$ cat src/rtl/bgra_pkg.sv
// bgra_pkg: shared types and constants for the block gain ramp amplifier
// no dependencies; used by every module under rtl
`timescale 1ns / 1ps

package bgra_pkg;

    localparam int MAX_BLOCK    = 4096;
    localparam int MAX_CHANNELS = 64;
    localparam int SAMPLE_BITS  = 24;

    localparam int GAIN_W   = 16;
    localparam int LEN_W    = 13;
    localparam int CH_W     = 7;
    localparam int POS_W    = $clog2(MAX_BLOCK);
    localparam int CPOS_W   = $clog2(MAX_CHANNELS);
    localparam int FRAC_X   = 16;
    localparam int RAMP_W   = GAIN_W + FRAC_X + 1;
    localparam int PROD_W   = SAMPLE_BITS + RAMP_W;
    localparam int OUT_SHR  = 28;
    localparam int DIFF_W   = GAIN_W + 1;
    localparam int DVD_W    = GAIN_W + FRAC_X;
    localparam int REM_W    = LEN_W;
    localparam int DCNT_W   = $clog2(DVD_W);

    localparam int FIFO_DEPTH = 4;
    localparam int FIFO_PTR_W = $clog2(FIFO_DEPTH);
    localparam int FIFO_CNT_W = $clog2(FIFO_DEPTH + 1);

    localparam logic signed [GAIN_W-1:0] GAIN_RESET  = 16'sd4096;
    localparam logic [LEN_W-1:0]         LEN_RESET   = 13'd256;
    localparam logic [CH_W-1:0]          CH_RESET    = 7'd2;

    localparam logic signed [PROD_W-1:0] SAT_MAX =
        PROD_W'((64'sd1 <<< (SAMPLE_BITS - 1)) - 64'sd1);
    localparam logic signed [PROD_W-1:0] SAT_MIN = -SAT_MAX - PROD_W'(1);

    // configuration register indexes
    localparam logic [1:0] CFG_GAIN     = 2'd0;
    localparam logic [1:0] CFG_MUTED    = 2'd1;
    localparam logic [1:0] CFG_BLOCKLEN = 2'd2;
    localparam logic [1:0] CFG_CHANNELS = 2'd3;

    typedef struct packed {
        logic signed [SAMPLE_BITS-1:0] sample;
        logic signed [GAIN_W-1:0]      gain;
        logic [LEN_W-1:0]              len;
        logic                          first_blk;
        logic                          first_ch;
        logic                          last_blk;
        logic                          silenced;
    } t_entry;

    typedef struct packed {
        logic full;
        logic empty;
    } t_fifo_status;

    typedef struct packed {
        logic                     start;
        logic signed [DIFF_W-1:0] diff;
        logic [LEN_W-1:0]         len;
    } t_div_req;

    typedef struct packed {
        logic                     done;
        logic signed [RAMP_W-1:0] quo;
    } t_div_rsp;

    typedef enum logic {
        DIV_IDLE,
        DIV_RUN
    } t_div_state;

    typedef enum logic {
        BK_RUN,
        BK_DIV
    } t_back_state;

endpackage

$ cat src/rtl/bgra_fifo.sv
// bgra_fifo: small register queue between the front classifier and the back datapath
// depends on bgra_pkg
`timescale 1ns / 1ps

module bgra_fifo (
    input  logic                  i_clk,
    input  logic                  i_rst_n,
    input  logic                  i_push,
    input  bgra_pkg::t_entry      i_wdata,
    input  logic                  i_pop,
    output bgra_pkg::t_entry      o_rdata,
    output bgra_pkg::t_fifo_status o_status
);

    bgra_pkg::t_entry r_mem [bgra_pkg::FIFO_DEPTH];
    logic [bgra_pkg::FIFO_PTR_W-1:0] r_wr_ptr;
    logic [bgra_pkg::FIFO_PTR_W-1:0] r_rd_ptr;
    logic [bgra_pkg::FIFO_CNT_W-1:0] r_count;

    always_ff @(posedge i_clk) begin
        if (i_push) begin
            r_mem[r_wr_ptr] <= i_wdata;
        end
    end

    always_ff @(posedge i_clk) begin
        if (!i_rst_n) begin
            r_wr_ptr <= '0;
            r_rd_ptr <= '0;
            r_count  <= '0;
        end else begin
            if (i_push) begin
                r_wr_ptr <= r_wr_ptr + 1'b1;
            end
            if (i_pop) begin
                r_rd_ptr <= r_rd_ptr + 1'b1;
            end
            case ({i_push, i_pop})
                2'b10:   r_count <= r_count + 1'b1;
                2'b01:   r_count <= r_count - 1'b1;
                default: r_count <= r_count;
            endcase
        end
    end

    assign o_rdata        = r_mem[r_rd_ptr];
    assign o_status.full  = (r_count == bgra_pkg::FIFO_CNT_W'(bgra_pkg::FIFO_DEPTH));
    assign o_status.empty = (r_count == '0);

    a_count_bound: assert property (@(posedge i_clk) disable iff (!i_rst_n)
        r_count <= bgra_pkg::FIFO_CNT_W'(bgra_pkg::FIFO_DEPTH))
        else $error("queue count above depth");

    a_push_only: assert property (@(posedge i_clk) disable iff (!i_rst_n)
        (i_push && !i_pop) |=> (r_count == $past(r_count) + 1'b1))
        else $error("push was lost");

endmodule

$ cat src/rtl/bgra_div.sv
// bgra_div: restoring divider for the per-block ramp step, one quotient bit per cycle
// depends on bgra_pkg
`timescale 1ns / 1ps

module bgra_div (
    input  logic               i_clk,
    input  logic               i_rst_n,
    input  bgra_pkg::t_div_req i_req,
    output bgra_pkg::t_div_rsp o_rsp
);

    bgra_pkg::t_div_state r_state, n_state;

    logic [bgra_pkg::DVD_W-1:0]  r_dvd;
    logic [bgra_pkg::REM_W-1:0]  r_rem;
    logic [bgra_pkg::LEN_W-1:0]  r_den;
    logic                        r_neg;
    logic [bgra_pkg::DCNT_W-1:0] r_cnt;
    logic                        r_done, n_done;

    logic [bgra_pkg::GAIN_W-1:0] mag;
    logic [bgra_pkg::DIFF_W-1:0] diff_abs;
    logic [bgra_pkg::REM_W:0]    rem_sh;
    logic                        qbit;

    assign diff_abs = i_req.diff[bgra_pkg::DIFF_W-1] ? bgra_pkg::DIFF_W'(-i_req.diff)
                                                     : bgra_pkg::DIFF_W'(i_req.diff);
    assign mag      = diff_abs[bgra_pkg::GAIN_W-1:0];
    assign rem_sh   = {r_rem, r_dvd[bgra_pkg::DVD_W-1]};
    assign qbit     = (rem_sh >= {1'b0, r_den});

    always_ff @(posedge i_clk) begin
        if (!i_rst_n) begin
            r_state <= bgra_pkg::DIV_IDLE;
            r_done  <= 1'b0;
        end else begin
            r_state <= n_state;
            r_done  <= n_done;
        end
    end

    always_comb begin
        n_state = r_state;
        n_done  = 1'b0;
        unique case (r_state)
            bgra_pkg::DIV_IDLE: begin
                if (i_req.start) begin
                    n_state = bgra_pkg::DIV_RUN;
                end
            end
            bgra_pkg::DIV_RUN: begin
                if (r_cnt == '0) begin
                    n_state = bgra_pkg::DIV_IDLE;
                    n_done  = 1'b1;
                end
            end
            default: n_state = bgra_pkg::DIV_IDLE;
        endcase
    end

    always_ff @(posedge i_clk) begin
        if (r_state == bgra_pkg::DIV_IDLE) begin
            if (i_req.start) begin
                r_dvd <= {mag, bgra_pkg::FRAC_X'(0)};
                r_rem <= '0;
                r_den <= i_req.len;
                r_neg <= i_req.diff[bgra_pkg::DIFF_W-1];
                r_cnt <= bgra_pkg::DCNT_W'(bgra_pkg::DVD_W - 1);
            end
        end else begin
            r_rem <= qbit ? bgra_pkg::REM_W'(rem_sh - {1'b0, r_den})
                          : rem_sh[bgra_pkg::REM_W-1:0];
            r_dvd <= {r_dvd[bgra_pkg::DVD_W-2:0], qbit};
            r_cnt <= r_cnt - 1'b1;
        end
    end

    // quotient truncates toward zero: magnitude divide, then restore the sign
    assign o_rsp.done = r_done;
    assign o_rsp.quo  = r_neg ? -bgra_pkg::RAMP_W'({1'b0, r_dvd})
                              :  bgra_pkg::RAMP_W'({1'b0, r_dvd});

endmodule

$ cat src/rtl/bgra_front.sv
// bgra_front: configuration registers, block and channel counters, silencing flags
// depends on bgra_pkg; feeds classified samples into bgra_fifo
`timescale 1ns / 1ps

module bgra_front (
    input  logic                                i_clk,
    input  logic                                i_rst_n,
    input  logic                                i_cfg_valid,
    input  logic [1:0]                          i_cfg_index,
    input  logic [bgra_pkg::GAIN_W-1:0]         i_cfg_data,
    input  logic                                i_in_valid,
    input  logic signed [bgra_pkg::SAMPLE_BITS-1:0] i_in_sample,
    input  logic                                i_input_absent,
    input  logic                                i_fifo_full,
    output logic                                o_push,
    output bgra_pkg::t_entry                    o_entry
);

    logic signed [bgra_pkg::GAIN_W-1:0] r_gain;
    logic                               r_muted;
    logic [bgra_pkg::LEN_W-1:0]         r_cfg_len;
    logic [bgra_pkg::CH_W-1:0]          r_cfg_ch;

    logic [bgra_pkg::LEN_W-1:0]  r_len;
    logic [bgra_pkg::CH_W-1:0]   r_ch;
    logic [bgra_pkg::POS_W-1:0]  r_sp;
    logic [bgra_pkg::CPOS_W-1:0] r_cp;
    logic                        r_sil;

    logic                        first_blk;
    logic                        first_ch;
    logic [bgra_pkg::LEN_W-1:0]  len_clamp, len_eff;
    logic [bgra_pkg::CH_W-1:0]   ch_clamp, ch_eff;
    logic                        sil_cur;
    logic                        last_ch;
    logic                        last_blk;

    always_ff @(posedge i_clk) begin
        if (!i_rst_n) begin
            r_gain    <= bgra_pkg::GAIN_RESET;
            r_muted   <= 1'b0;
            r_cfg_len <= bgra_pkg::LEN_RESET;
            r_cfg_ch  <= bgra_pkg::CH_RESET;
        end else if (i_cfg_valid) begin
            unique case (i_cfg_index)
                bgra_pkg::CFG_GAIN:     r_gain    <= i_cfg_data;
                bgra_pkg::CFG_MUTED:    r_muted   <= i_cfg_data[0];
                bgra_pkg::CFG_BLOCKLEN: r_cfg_len <= i_cfg_data[bgra_pkg::LEN_W-1:0];
                bgra_pkg::CFG_CHANNELS: r_cfg_ch  <= i_cfg_data[bgra_pkg::CH_W-1:0];
                default: ;
            endcase
        end
    end

    always_comb begin
        if (r_cfg_len == '0) begin
            len_clamp = bgra_pkg::LEN_W'(1);
        end else if (r_cfg_len > bgra_pkg::LEN_W'(bgra_pkg::MAX_BLOCK)) begin
            len_clamp = bgra_pkg::LEN_W'(bgra_pkg::MAX_BLOCK);
        end else begin
            len_clamp = r_cfg_len;
        end
        if (r_cfg_ch == '0) begin
            ch_clamp = bgra_pkg::CH_W'(1);
        end else if (r_cfg_ch > bgra_pkg::CH_W'(bgra_pkg::MAX_CHANNELS)) begin
            ch_clamp = bgra_pkg::CH_W'(bgra_pkg::MAX_CHANNELS);
        end else begin
            ch_clamp = r_cfg_ch;
        end
    end

    assign o_push    = i_in_valid && !i_fifo_full;
    assign first_ch  = (r_sp == '0);
    assign first_blk = first_ch && (r_cp == '0);
    assign len_eff   = first_blk ? len_clamp : r_len;
    assign ch_eff    = first_blk ? ch_clamp  : r_ch;
    // absent flag only counts on a channel's first sample and sticks to block end
    assign sil_cur   = (first_blk ? r_muted : r_sil) | (first_ch & i_input_absent);
    assign last_ch   = (bgra_pkg::LEN_W'(r_sp) + 1'b1) == len_eff;
    assign last_blk  = last_ch && ((bgra_pkg::CH_W'(r_cp) + 1'b1) == ch_eff);

    always_ff @(posedge i_clk) begin
        if (!i_rst_n) begin
            r_len <= bgra_pkg::LEN_W'(1);
            r_ch  <= bgra_pkg::CH_W'(1);
            r_sp  <= '0;
            r_cp  <= '0;
            r_sil <= 1'b0;
        end else if (o_push) begin
            r_len <= len_eff;
            r_ch  <= ch_eff;
            r_sil <= last_blk ? 1'b0 : sil_cur;
            if (last_ch) begin
                r_sp <= '0;
                r_cp <= last_blk ? '0 : r_cp + 1'b1;
            end else begin
                r_sp <= r_sp + 1'b1;
            end
        end
    end

    assign o_entry.sample    = i_in_sample;
    assign o_entry.gain      = r_gain;
    assign o_entry.len       = len_eff;
    assign o_entry.first_blk = first_blk;
    assign o_entry.first_ch  = first_ch;
    assign o_entry.last_blk  = last_blk;
    assign o_entry.silenced  = sil_cur;

endmodule

$ cat src/rtl/bgra_back.sv
// bgra_back: ramp step sequencing, gain multiply, floor shift, saturation and silencing
// depends on bgra_pkg and bgra_div; pops entries from bgra_fifo
`timescale 1ns / 1ps

module bgra_back (
    input  logic                                 i_clk,
    input  logic                                 i_rst_n,
    input  bgra_pkg::t_entry                     i_head,
    input  logic                                 i_empty,
    output logic                                 o_pop,
    output logic                                 o_out_valid,
    input  logic                                 i_out_stall,
    output logic signed [bgra_pkg::SAMPLE_BITS-1:0] o_out_sample,
    output logic                                 o_last_of_block
);

    bgra_pkg::t_back_state r_state, n_state;

    logic                                r_step_ready;
    logic signed [bgra_pkg::RAMP_W-1:0]  r_step;
    logic signed [bgra_pkg::RAMP_W-1:0]  r_ramp;
    logic signed [bgra_pkg::GAIN_W-1:0]  r_prev;
    logic signed [bgra_pkg::GAIN_W-1:0]  r_gain;

    logic                                r_p_valid;
    logic signed [bgra_pkg::PROD_W-1:0]  r_prod;
    logic                                r_p_sil;
    logic                                r_p_last;

    logic                                r_out_valid;
    logic signed [bgra_pkg::SAMPLE_BITS-1:0] r_out_sample;
    logic                                r_out_last;

    bgra_pkg::t_div_req                  div_req;
    bgra_pkg::t_div_rsp                  div_rsp;

    logic                                out_adv;
    logic                                p_adv;
    logic                                pop;
    logic signed [bgra_pkg::GAIN_W-1:0]  eff_gain;
    logic signed [bgra_pkg::RAMP_W-1:0]  prev_q;
    logic signed [bgra_pkg::RAMP_W-1:0]  g_base;
    logic signed [bgra_pkg::PROD_W-1:0]  shifted;
    logic signed [bgra_pkg::SAMPLE_BITS-1:0] sat;

    bgra_div u_div (
        .i_clk   (i_clk),
        .i_rst_n (i_rst_n),
        .i_req   (div_req),
        .o_rsp   (div_rsp)
    );

    assign out_adv  = !r_out_valid || !i_out_stall;
    assign p_adv    = !r_p_valid || out_adv;
    assign eff_gain = i_head.first_blk ? i_head.gain : r_gain;
    assign prev_q   = {r_prev[bgra_pkg::GAIN_W-1], r_prev, bgra_pkg::FRAC_X'(0)};
    // with equal gains the step is zero, so the ramp holds the flat gain
    assign g_base   = i_head.first_ch ? prev_q : r_ramp;

    assign div_req.diff = bgra_pkg::DIFF_W'(i_head.gain) - bgra_pkg::DIFF_W'(r_prev);
    assign div_req.len  = i_head.len;

    always_ff @(posedge i_clk) begin
        if (!i_rst_n) begin
            r_state <= bgra_pkg::BK_RUN;
        end else begin
            r_state <= n_state;
        end
    end

    always_comb begin
        n_state       = r_state;
        div_req.start = 1'b0;
        pop           = 1'b0;
        unique case (r_state)
            bgra_pkg::BK_RUN: begin
                if (!i_empty) begin
                    if (i_head.first_blk && !r_step_ready) begin
                        div_req.start = 1'b1;
                        n_state       = bgra_pkg::BK_DIV;
                    end else begin
                        pop = p_adv;
                    end
                end
            end
            bgra_pkg::BK_DIV: begin
                if (div_rsp.done) begin
                    n_state = bgra_pkg::BK_RUN;
                end
            end
            default: n_state = bgra_pkg::BK_RUN;
        endcase
    end

    assign o_pop = pop;

    always_ff @(posedge i_clk) begin
        if (!i_rst_n) begin
            r_step_ready <= 1'b0;
            r_step       <= '0;
            r_prev       <= '0;
            r_gain       <= '0;
            r_p_valid    <= 1'b0;
            r_out_valid  <= 1'b0;
        end else begin
            if (r_state == bgra_pkg::BK_DIV && div_rsp.done) begin
                r_step       <= div_rsp.quo;
                r_step_ready <= 1'b1;
            end else if (pop && i_head.first_blk) begin
                r_step_ready <= 1'b0;
            end
            if (pop) begin
                if (i_head.first_blk) begin
                    r_gain <= i_head.gain;
                end
                if (i_head.last_blk) begin
                    r_prev <= eff_gain;
                end
                r_p_valid <= 1'b1;
            end else if (p_adv) begin
                r_p_valid <= 1'b0;
            end
            if (out_adv) begin
                r_out_valid <= r_p_valid;
            end
        end
    end

    always_ff @(posedge i_clk) begin
        if (pop) begin
            r_ramp   <= g_base + r_step;
            r_prod   <= bgra_pkg::PROD_W'(i_head.sample) * bgra_pkg::PROD_W'(g_base);
            r_p_sil  <= i_head.silenced;
            r_p_last <= i_head.last_blk;
        end
    end

    // floor by arithmetic shift, then clip to the sample range
    assign shifted = r_prod >>> bgra_pkg::OUT_SHR;

    always_comb begin
        if (r_p_sil) begin
            sat = '0;
        end else if (shifted > bgra_pkg::SAT_MAX) begin
            sat = bgra_pkg::SAMPLE_BITS'(bgra_pkg::SAT_MAX);
        end else if (shifted < bgra_pkg::SAT_MIN) begin
            sat = bgra_pkg::SAMPLE_BITS'(bgra_pkg::SAT_MIN);
        end else begin
            sat = bgra_pkg::SAMPLE_BITS'(shifted);
        end
    end

    always_ff @(posedge i_clk) begin
        if (out_adv && r_p_valid) begin
            r_out_sample <= sat;
            r_out_last   <= r_p_last;
        end
    end

    assign o_out_valid     = r_out_valid;
    assign o_out_sample    = r_out_sample;
    assign o_last_of_block = r_out_last;

    a_step_before_block: assert property (@(posedge i_clk) disable iff (!i_rst_n)
        (pop && i_head.first_blk) |-> r_step_ready)
        else $error("block started without a fresh ramp step");

    a_step_consumed: assert property (@(posedge i_clk) disable iff (!i_rst_n)
        (pop && i_head.first_blk) |=> !r_step_ready)
        else $error("ramp step reused across blocks");

    a_prev_update: assert property (@(posedge i_clk) disable iff (!i_rst_n)
        (pop && i_head.last_blk) |=> (r_prev == $past(eff_gain)))
        else $error("previous gain not taken at block end");

endmodule

$ cat src/rtl/block_gain_ramp_amplifier.sv
// block_gain_ramp_amplifier: top level of the multichannel gain stage with ramp smoothing
// depends on bgra_pkg, bgra_front, bgra_fifo, bgra_back (which holds bgra_div)
`timescale 1ns / 1ps

// Samples stream in channel by channel, one per cycle in steady state while
// the output is not stalled; each passes the queue, the product register and
// the output register on its way from input request to output request. At the
// first sample of every block the back end computes the ramp step with a
// bit-serial divider, which holds that sample until the step is ready; the
// front end keeps accepting into a four-entry queue meanwhile. Gain, mute,
// block length and channel count are sampled at each block start; writes
// are taken at any time (ready is always high) and apply from the next block.

module block_gain_ramp_amplifier (
    input  logic                                    i_clk,
    input  logic                                    i_rst_n,
    input  logic                                    i_in_valid,
    output logic                                    o_in_stall,
    input  logic signed [bgra_pkg::SAMPLE_BITS-1:0] i_in_sample,
    input  logic                                    i_input_absent,
    output logic                                    o_out_valid,
    input  logic                                    i_out_stall,
    output logic signed [bgra_pkg::SAMPLE_BITS-1:0] o_out_sample,
    output logic                                    o_last_of_block,
    input  logic                                    i_cfg_valid,
    output logic                                    o_cfg_ready,
    input  logic [1:0]                              i_cfg_index,
    input  logic [bgra_pkg::GAIN_W-1:0]             i_cfg_data
);

    bgra_pkg::t_entry       push_entry;
    bgra_pkg::t_entry       head_entry;
    bgra_pkg::t_fifo_status fifo_status;
    logic                   push;
    logic                   pop;

    assign o_cfg_ready = 1'b1;
    assign o_in_stall  = fifo_status.full;

    bgra_front u_front (
        .i_clk          (i_clk),
        .i_rst_n        (i_rst_n),
        .i_cfg_valid    (i_cfg_valid),
        .i_cfg_index    (i_cfg_index),
        .i_cfg_data     (i_cfg_data),
        .i_in_valid     (i_in_valid),
        .i_in_sample    (i_in_sample),
        .i_input_absent (i_input_absent),
        .i_fifo_full    (fifo_status.full),
        .o_push         (push),
        .o_entry        (push_entry)
    );

    bgra_fifo u_fifo (
        .i_clk    (i_clk),
        .i_rst_n  (i_rst_n),
        .i_push   (push),
        .i_wdata  (push_entry),
        .i_pop    (pop),
        .o_rdata  (head_entry),
        .o_status (fifo_status)
    );

    bgra_back u_back (
        .i_clk           (i_clk),
        .i_rst_n         (i_rst_n),
        .i_head          (head_entry),
        .i_empty         (fifo_status.empty),
        .o_pop           (pop),
        .o_out_valid     (o_out_valid),
        .i_out_stall     (i_out_stall),
        .o_out_sample    (o_out_sample),
        .o_last_of_block (o_last_of_block)
    );

endmodule
$ cat config.mk
export PLATFORM = sky130hd
export DESIGN_NAME = block_gain_ramp_amplifier
export DESIGN_NICKNAME = d
export VERILOG_FILES = /design/src/rtl/bgra_pkg.sv /design/src/rtl/bgra_fifo.sv /design/src/rtl/bgra_div.sv /design/src/rtl/bgra_front.sv /design/src/rtl/bgra_back.sv /design/src/rtl/block_gain_ramp_amplifier.sv
export SDC_FILE = /design/constraint.sdc
export NUM_CORES = 2
export LEC_CHECK = 0
export ABC_AREA = 1
export BUFFER_PORTS_ARGS = -buffer_cell sky130_fd_sc_hd__buf_2
export CAP_MARGIN = 20
export CELL_PAD_IN_SITES_DETAIL_PLACEMENT = 1
export CELL_PAD_IN_SITES_GLOBAL_PLACEMENT = 1
export CORE_MARGIN = 5
export CORE_UTILIZATION = 40
export CTS_BUF_LIST = sky130_fd_sc_hd__clkbuf_8
export DETAILED_ROUTE_END_ITERATION = 6
export PLACE_DENSITY = 0.76
export SETUP_SLACK_MARGIN = 0.3
export SLEW_MARGIN = 20
export SYNTH_ARGS = -nofsm -noshare
export SYNTH_HDL_FRONTEND = slang
export SYNTH_SLANG_ARGS = --single-unit
$ cat constraint.sdc
create_clock -name i_clk -period 20.5 [get_ports i_clk]
set_clock_uncertainty 0.15 [all_clocks]
set_input_delay 2.05 -clock i_clk [delete_from_list [all_inputs] [get_ports i_clk]]
set_output_delay 2.05 -clock i_clk [all_outputs]
set_load 0.03 [all_outputs]
* Word-level counts from Yosys, hierarchy flattened
Memory sizes are Yosys's and may differ from the RTL's. A register that Yosys moved wholly into a read port is not among the register bits. Cells that the tools add are included. Widths: inputs -> output; s select.
Cells by class: eq/ne operators 8, bitwise operators 4, shifts and indexed selects 0, add/subtract/negate cells 14, reduce and logical (&&, ||, !) cells 34, multipliers 1, muxes and demuxes 44, divide/modulo/power cells 0, order comparisons 5
Operator list (number):
- $mux 13 | 6
- $mux 33 | 2
- $mux 32 | 2
- $mul 24x33->57 | 1
- $add 33x33->33 | 1
- $neg 32->33 | 1
- $mux 16 | 2
- $gt 29x24->1 const B | 1
- $lt 29x24->1 const B | 1
- $mux 24 | 1
- $mux 23 | 1
- $mux 7 | 3
- $mux 1 | 18
- $sub 16x16->17 | 1
- $neg 16->16 | 1
- $reduce_and 2->1 | 8
- $ge 14x13->1 | 1
- $add 12x1->13 const B | 1
- $eq 13x13->1 | 1
- $gt 13x13->1 const B | 1
- $logic_not 13->1 | 1
- $sub 13x13->13 | 1
- $add 12x1->12 const B | 1
- $logic_not 12->1 | 1
- 30 further kinds | 52
Storage, ports and cells: bits in writable memories 228, memories kept 1, bits in latches 0, bits of input ports 48, word-level logic and storage cells 144, bits in registers 335, bits in read-only memories 0
Memory list:
- u_fifo.r_mem | words 4, width 57, rd ports 1, clocked after Yosys merged registers in 1, write ports 1, RTL line bgra_fifo.sv:15 | bgra_pkg::t_entry r_mem [bgra_pkg::FIFO_DEPTH];

* Longest topological paths before layout
depth after elaboration 9, depth in mapped cells 38, mapped depth without buffers 36

* Cells and area by module
From an unflattened synthesis, not the netlist that was laid out.
Unflattened totals: cell total of the unflattened synthesis 6455, area total of the unflattened synthesis 54415.9 um^2
Modules (own cells, without submodules):
- bgra_back | area an instance 36017.0 um^2, instances 1, cells each 4426
- bgra_fifo | area an instance 8859.7 um^2, instances 1, cells each 608
- bgra_div | area an instance 4948.5 um^2, instances 1, cells each 702
- bgra_front | area an instance 4579.4 um^2, instances 1, cells each 717
- block_gain_ramp_amplifier | area an instance 11.3 um^2, instances 1, cells each 2

* Worst setup path before layout
No wires, ideal clock.
path kind register to register, from reg with a tool-made name, to reg u_back.r_prod[54] (netlist bit), data pin, data required time 20.098 ns, setup slack 12.725 ns, clock period less this slack 7.775 ns, cell stages (with the launch flop) 30, setup time 0.252 ns, data arrival time 7.373 ns, cell sequence dfxtp_1 buf_2 clkinv_1 nand3_1 nand2_1 inv_1 buf_2 nand2_1 nand2_1 clkbuf_1 nor2_1 fa_1 fa_1 inv_1 fa_1 inv_1 fa_1 fa_1 fa_1 inv_1 fa_1 inv_1 ha_1 a21oi_1 o21ai_0 a211oi_1 o21ai_0 a21o_1 nand2_1 nand2_1
RTL lines:
- end signal: assignment | RTL line bgra_back.sv:132 | r_prod <= bgra_pkg::PROD_W'(i_head.sample) * bgra_pkg::PROD_W'(g_base);
- end: declaration | RTL line bgra_back.sv:26 | logic signed [bgra_pkg::PROD_W-1:0] r_prod;

==> flow_summary_export.csv <==
group,metric,value,unit
worst_setup_path,critical_path_class,"flip-flop to flip-flop",
drt,wirelength,175,mm
global_routing,globalRouteOverflowTotal,0,
drt,drc,0,
logic_synthesis,seq_area_frac_synth,0.270,
final_layout,final-seq-area,0.0146,mm²
clock_tree,tritoncts_clock_tree,"built",
worst_setup_path,cp.arrival,11280,ps
sta,rsz0062_at_grt,"no",
sta,clock.fmax,91.5,MHz
logic_synthesis,synth_seq_cells,537,
global_routing,number_of_antenna_violations_at_the_first_check_in_global_routing,8,
logic_synthesis,yosysTopAreaCellShare,0.300,
die,chipHeight,377,µm
logic_synthesis,syn_inst,6240,
final_layout,drive_gt1_frac,0.0690,
sta,worstMarginPinSlew,1220,ps
drt,detailroute.via_count,42900,
worst_setup_path,path_max_fanout,78,
die,num_rows,134,
sta,slew-limit-headroom,0.188,
sta,post-route-min-period,10930,ps
final_layout,final_util,0.435,
sta,final.period_utilization,0.533,
die,io-pin-count,76,
worst_setup_path,worst_path_max_delay_cell,"sky130_fd_sc_hd__fa_1",
worst_setup_path,r2r_end,"u_back.r_prod[55]$_DFFE_PP_",
logic_synthesis,synth_cell_types,61,
worst_setup_path,worst-path-buf-inv,7,
min_path,min-delay-path-class,"flip-flop to flip-flop",
global_routing,grt_start_max_net_pins,79,
worst_setup_path,crit_top_cell,"sky130_fd_sc_hd__fa_1",
die,core_area,0.134,mm²
logic_synthesis,async_reset_ff_frac,0,
clock_tree,cts_buffers,90,
drt,drt-initial-drc-count,2985,
logic_synthesis,synth_enable_flop_cells,381,
place,placed_area,0.0561,mm²
clock_tree,post-cts-setup-buffer-count,0,
drt,detailedRoute.firstPassIterationCount,5,
sta,final-setup-viol-count,0,
logic_synthesis,yosysTopAreaCell,"sky130_fd_sc_hd__fa_1",
die,x_dimension_of_the_die,377,µm
worst_setup_path,worst_ep_required,20850,ps
logic_synthesis,syn_nets,7317,
logic_synthesis,ys_top_cells_by_area,"sky130_fd_sc_hd__fa_1, sky130_fd_sc_hd__edfxtp_1, sky130_fd_sc_hd__inv_1",
clock_tree,clock_insertion_delay_worst_skew,820,ps
place,place_worst_setup_slack,9650,ps
die,floorplan.initialDensity,0.403,
final_layout,fin_area,0.0581,mm²
global_routing,grt_first_pass_wirelength,273,mm
job,max_cap_viol_count,0,
die,floorplan.die_area,0.142,mm²
clock_tree,cts-htree-levels,3,
min_path,hold_path.startpoint,"u_fifo.r_rd_ptr[1]$_SDFFE_PN0P_",
clock_tree,path_clk_slew,70,ps
final_layout,fin_nets,7320,
logic_synthesis,syn_area,0.0539,mm²
min_path,min_to,"u_fifo.r_rd_ptr[1]$_SDFFE_PN0P_",
drt,routed_via_density,5.30,
place,routabilityCongestion,0.934,
drt,detail-route-antenna-nets,0,
clock_tree,cts.path.max_buffers,3,
worst_setup_path,worst-r2r-setup-slack,9570,ps
final_layout,layout.cells.most_common,"sky130_fd_sc_hd__inv_1",
clock_tree,ctsHoldBuffers,0,
outcome,run_status,"finished clean",
sta,report.final.slew_viol_count,0,
place,port_buffers,74,
sta,finalHoldViolCount,0,
min_path,whs_path_depth,1,
final_layout,n_fill_cell,15800,
logic_synthesis,synth.avg_cell_area,8.64,µm²
global_routing,grt.total_usage,0.249,
logic_synthesis,yosys_warns,0,
final_layout,layout-area-overhead-vs-synth,7.82,%
worst_setup_path,worst_path_largest_cell_delay,970,ps
worst_setup_path,ff2ff_path_depth,25,
logic_synthesis,synthFlopType,"sky130_fd_sc_hd__edfxtp_1",
final_layout,layout.cells.most_common_list,"sky130_fd_sc_hd__inv_1, sky130_fd_sc_hd__nand2_1, sky130_fd_sc_hd__nor2_1, sky130_fd_sc_hd__fa_1, sky130_fd_sc_hd__edfxtp_1",
clock_tree,clock_tree.root_cell,"sky130_fd_sc_hd__clkbuf_8",
clock_tree,cts_resized,0,
sta,tns,0,ps
clock_tree,cts_num_sinks,537,
global_routing,vias_in_the_first_global_route,47700,
worst_setup_path,end_kind,"flip-flop",
drt,routedWlPerCell,21.6,µm
worst_setup_path,critical_path.top_delay_family,"adder cells",
final_layout,multi_input_comb_area,0.0337,mm²
place,dpl.hpwl,135,mm
worst_setup_path,worstSetupStartpointType,"flip-flop",
worst_setup_path,levels_on_crit_path,25,
sta,setup_slack,9570,ps
## registers in the layout (all words and copies together) (netlist names), 3 cells and up, named ones only
signal / flops
u_back.u_div.r_rem: 13
u_back.u_div.r_den: 13
u_back.r_prev: 16
u_back.r_step: 33
u_back.r_gain: 16
u_back.u_div.r_cnt: 5
u_front.r_cp: 6
u_back.r_prod: 29
u_fifo.r_mem: 228
u_back.r_ramp: 33
u_front.r_cfg_len: 13
u_back.o_out_sample: 24
u_back.u_div.r_dvd: 32
u_front.r_ch: 7
u_fifo.r_count: 3
u_front.r_cfg_ch: 7
u_front.r_gain: 16
u_front.r_sp: 12
u_front.r_len: 13
## per-stage QoR
step	std cells	hold slack, ps
after CTS	8088	307
after global routing	8090	324
after global placement	7918	284
after floorplan	6240	250
after detailed placement	7919	291
final	8093	309
## layer usage
metal  GRT usage  wire length [µm]  vias to the layer above  share of wire
met5           0                10                        -       0.000057
met4       0.111              8660                        2          0.049
met3      0.0540             13100                      405          0.075
met2       0.411             81700                     1403           0.47
met1       0.317             71700                    21900           0.41
li1            -                 -                    19200              -
## worst reg2reg max path, cell delays in order, from the launching register on
cell and delay (ps):
sky130_fd_sc_hd__dfxtp_4 490, sky130_fd_sc_hd__inv_2 510, sky130_fd_sc_hd__buf_4 760, sky130_fd_sc_hd__nand2_1 150, sky130_fd_sc_hd__nand3_1 120, sky130_fd_sc_hd__and2_1 580, sky130_fd_sc_hd__inv_1 100, sky130_fd_sc_hd__buf_4 270
sky130_fd_sc_hd__nor2_1 380, sky130_fd_sc_hd__fa_1 620, sky130_fd_sc_hd__fa_1 750, sky130_fd_sc_hd__inv_1 240, sky130_fd_sc_hd__fa_1 970, sky130_fd_sc_hd__inv_1 290, sky130_fd_sc_hd__fa_1 510, sky130_fd_sc_hd__fa_1 570
sky130_fd_sc_hd__fa_1 430, sky130_fd_sc_hd__fa_1 440, sky130_fd_sc_hd__ha_1 400, sky130_fd_sc_hd__nand2_1 200, sky130_fd_sc_hd__inv_1 60, sky130_fd_sc_hd__a21oi_1 340, sky130_fd_sc_hd__a21boi_0 690, sky130_fd_sc_hd__o2111ai_1 310
sky130_fd_sc_hd__a21oi_1 230, sky130_fd_sc_hd__xor2_1 100
## worst max path at each step
stage / from / endpoint / slack (ps)
6_report: flip-flop / u_back.r_prod[55]$_DFFE_PP_ / 9570
5_1_grt: flip-flop / u_back.r_prod[47]$_DFFE_PP_ / 8930
4_1_cts: flip-flop / u_back.r_prod[47]$_DFFE_PP_ / 9670
3_5_place_dp: flip-flop / u_back.r_prod[47]$_DFFE_PP_ / 9650
3_3_place_gp: flip-flop / u_back.r_prod[47]$_DFFE_PP_ / 9910
2_1_floorplan: flip-flop / u_back.r_prod[54]$_DFFE_PP_ / 12720
## cells in the mapped netlist, types with 5 or more instances
| cell | number |
|---|---|
| sky130_fd_sc_hd__nand2_1 | 1066 |
| sky130_fd_sc_hd__inv_2 | 8 |
| sky130_fd_sc_hd__nor3_1 | 39 |
| sky130_fd_sc_hd__or2_2 | 75 |
| sky130_fd_sc_hd__nand4_1 | 25 |
| sky130_fd_sc_hd__o21bai_1 | 10 |
| sky130_fd_sc_hd__mux2i_1 | 15 |
| sky130_fd_sc_hd__and2_1 | 5 |
| sky130_fd_sc_hd__fa_1 | 808 |
| sky130_fd_sc_hd__inv_1 | 1246 |
| sky130_fd_sc_hd__nor2_1 | 905 |
| sky130_fd_sc_hd__xor2_1 | 69 |
| sky130_fd_sc_hd__clkinv_1 | 8 |
| sky130_fd_sc_hd__a31oi_1 | 11 |
| sky130_fd_sc_hd__nand3_2 | 7 |
| sky130_fd_sc_hd__a211oi_1 | 5 |
| sky130_fd_sc_hd__a21oi_1 | 271 |
| sky130_fd_sc_hd__o221ai_1 | 9 |
| sky130_fd_sc_hd__buf_1 | 23 |
| sky130_fd_sc_hd__edfxtp_1 | 381 |
| sky130_fd_sc_hd__a221oi_1 | 5 |
| sky130_fd_sc_hd__clkbuf_1 | 156 |
| sky130_fd_sc_hd__xnor2_1 | 29 |
| sky130_fd_sc_hd__buf_2 | 49 |
| sky130_fd_sc_hd__nand3b_1 | 17 |
| sky130_fd_sc_hd__a21o_1 | 14 |
| sky130_fd_sc_hd__nand2_2 | 22 |
| sky130_fd_sc_hd__ha_1 | 221 |
| sky130_fd_sc_hd__nor4_1 | 13 |
| sky130_fd_sc_hd__a32oi_2 | 8 |
| sky130_fd_sc_hd__o211ai_1 | 14 |
| sky130_fd_sc_hd__a32oi_1 | 14 |
| sky130_fd_sc_hd__nand3_1 | 149 |
| sky130_fd_sc_hd__o22ai_1 | 31 |
| sky130_fd_sc_hd__nor2_2 | 6 |
| sky130_fd_sc_hd__o21a_1 | 7 |
| sky130_fd_sc_hd__o21ai_0 | 305 |
| sky130_fd_sc_hd__dfxtp_1 | 156 |
## final cells by class
type	count	area share
clock inverters	69	0.00971
clock buffers	100	0.0237
inverters	1262	0.0816
repair buffers	144	0.0154
diodes	5	0.000215
flip-flops and latches	537	0.251
well taps	1768	0.0381
multi-input cells	4208	0.581
## logic make-up (layout without fill, tap and decap cells)
| logic type | count (synthesis) | after routing | share of synthesized area |
|---|---|---|---|
| compound gates | 724 | 724 | 0.0753 |
| xor+xnor | 98 | 98 | 0.0159 |
| fa+ha+maj | 1029 | 1029 | 0.351 |
| buf+inv | 1495 | 1575 | 0.106 |
| flops | 537 | 537 | 0.270 |
| mux | 15 | 15 | 0.00279 |
| other cells | 1 | 6 | 0.0000696 |
| simple gates | 2341 | 2341 | 0.178 |
Power is not shown: default switching activity piles up to over one toggle a cycle in this logic, so the estimate is an artifact.
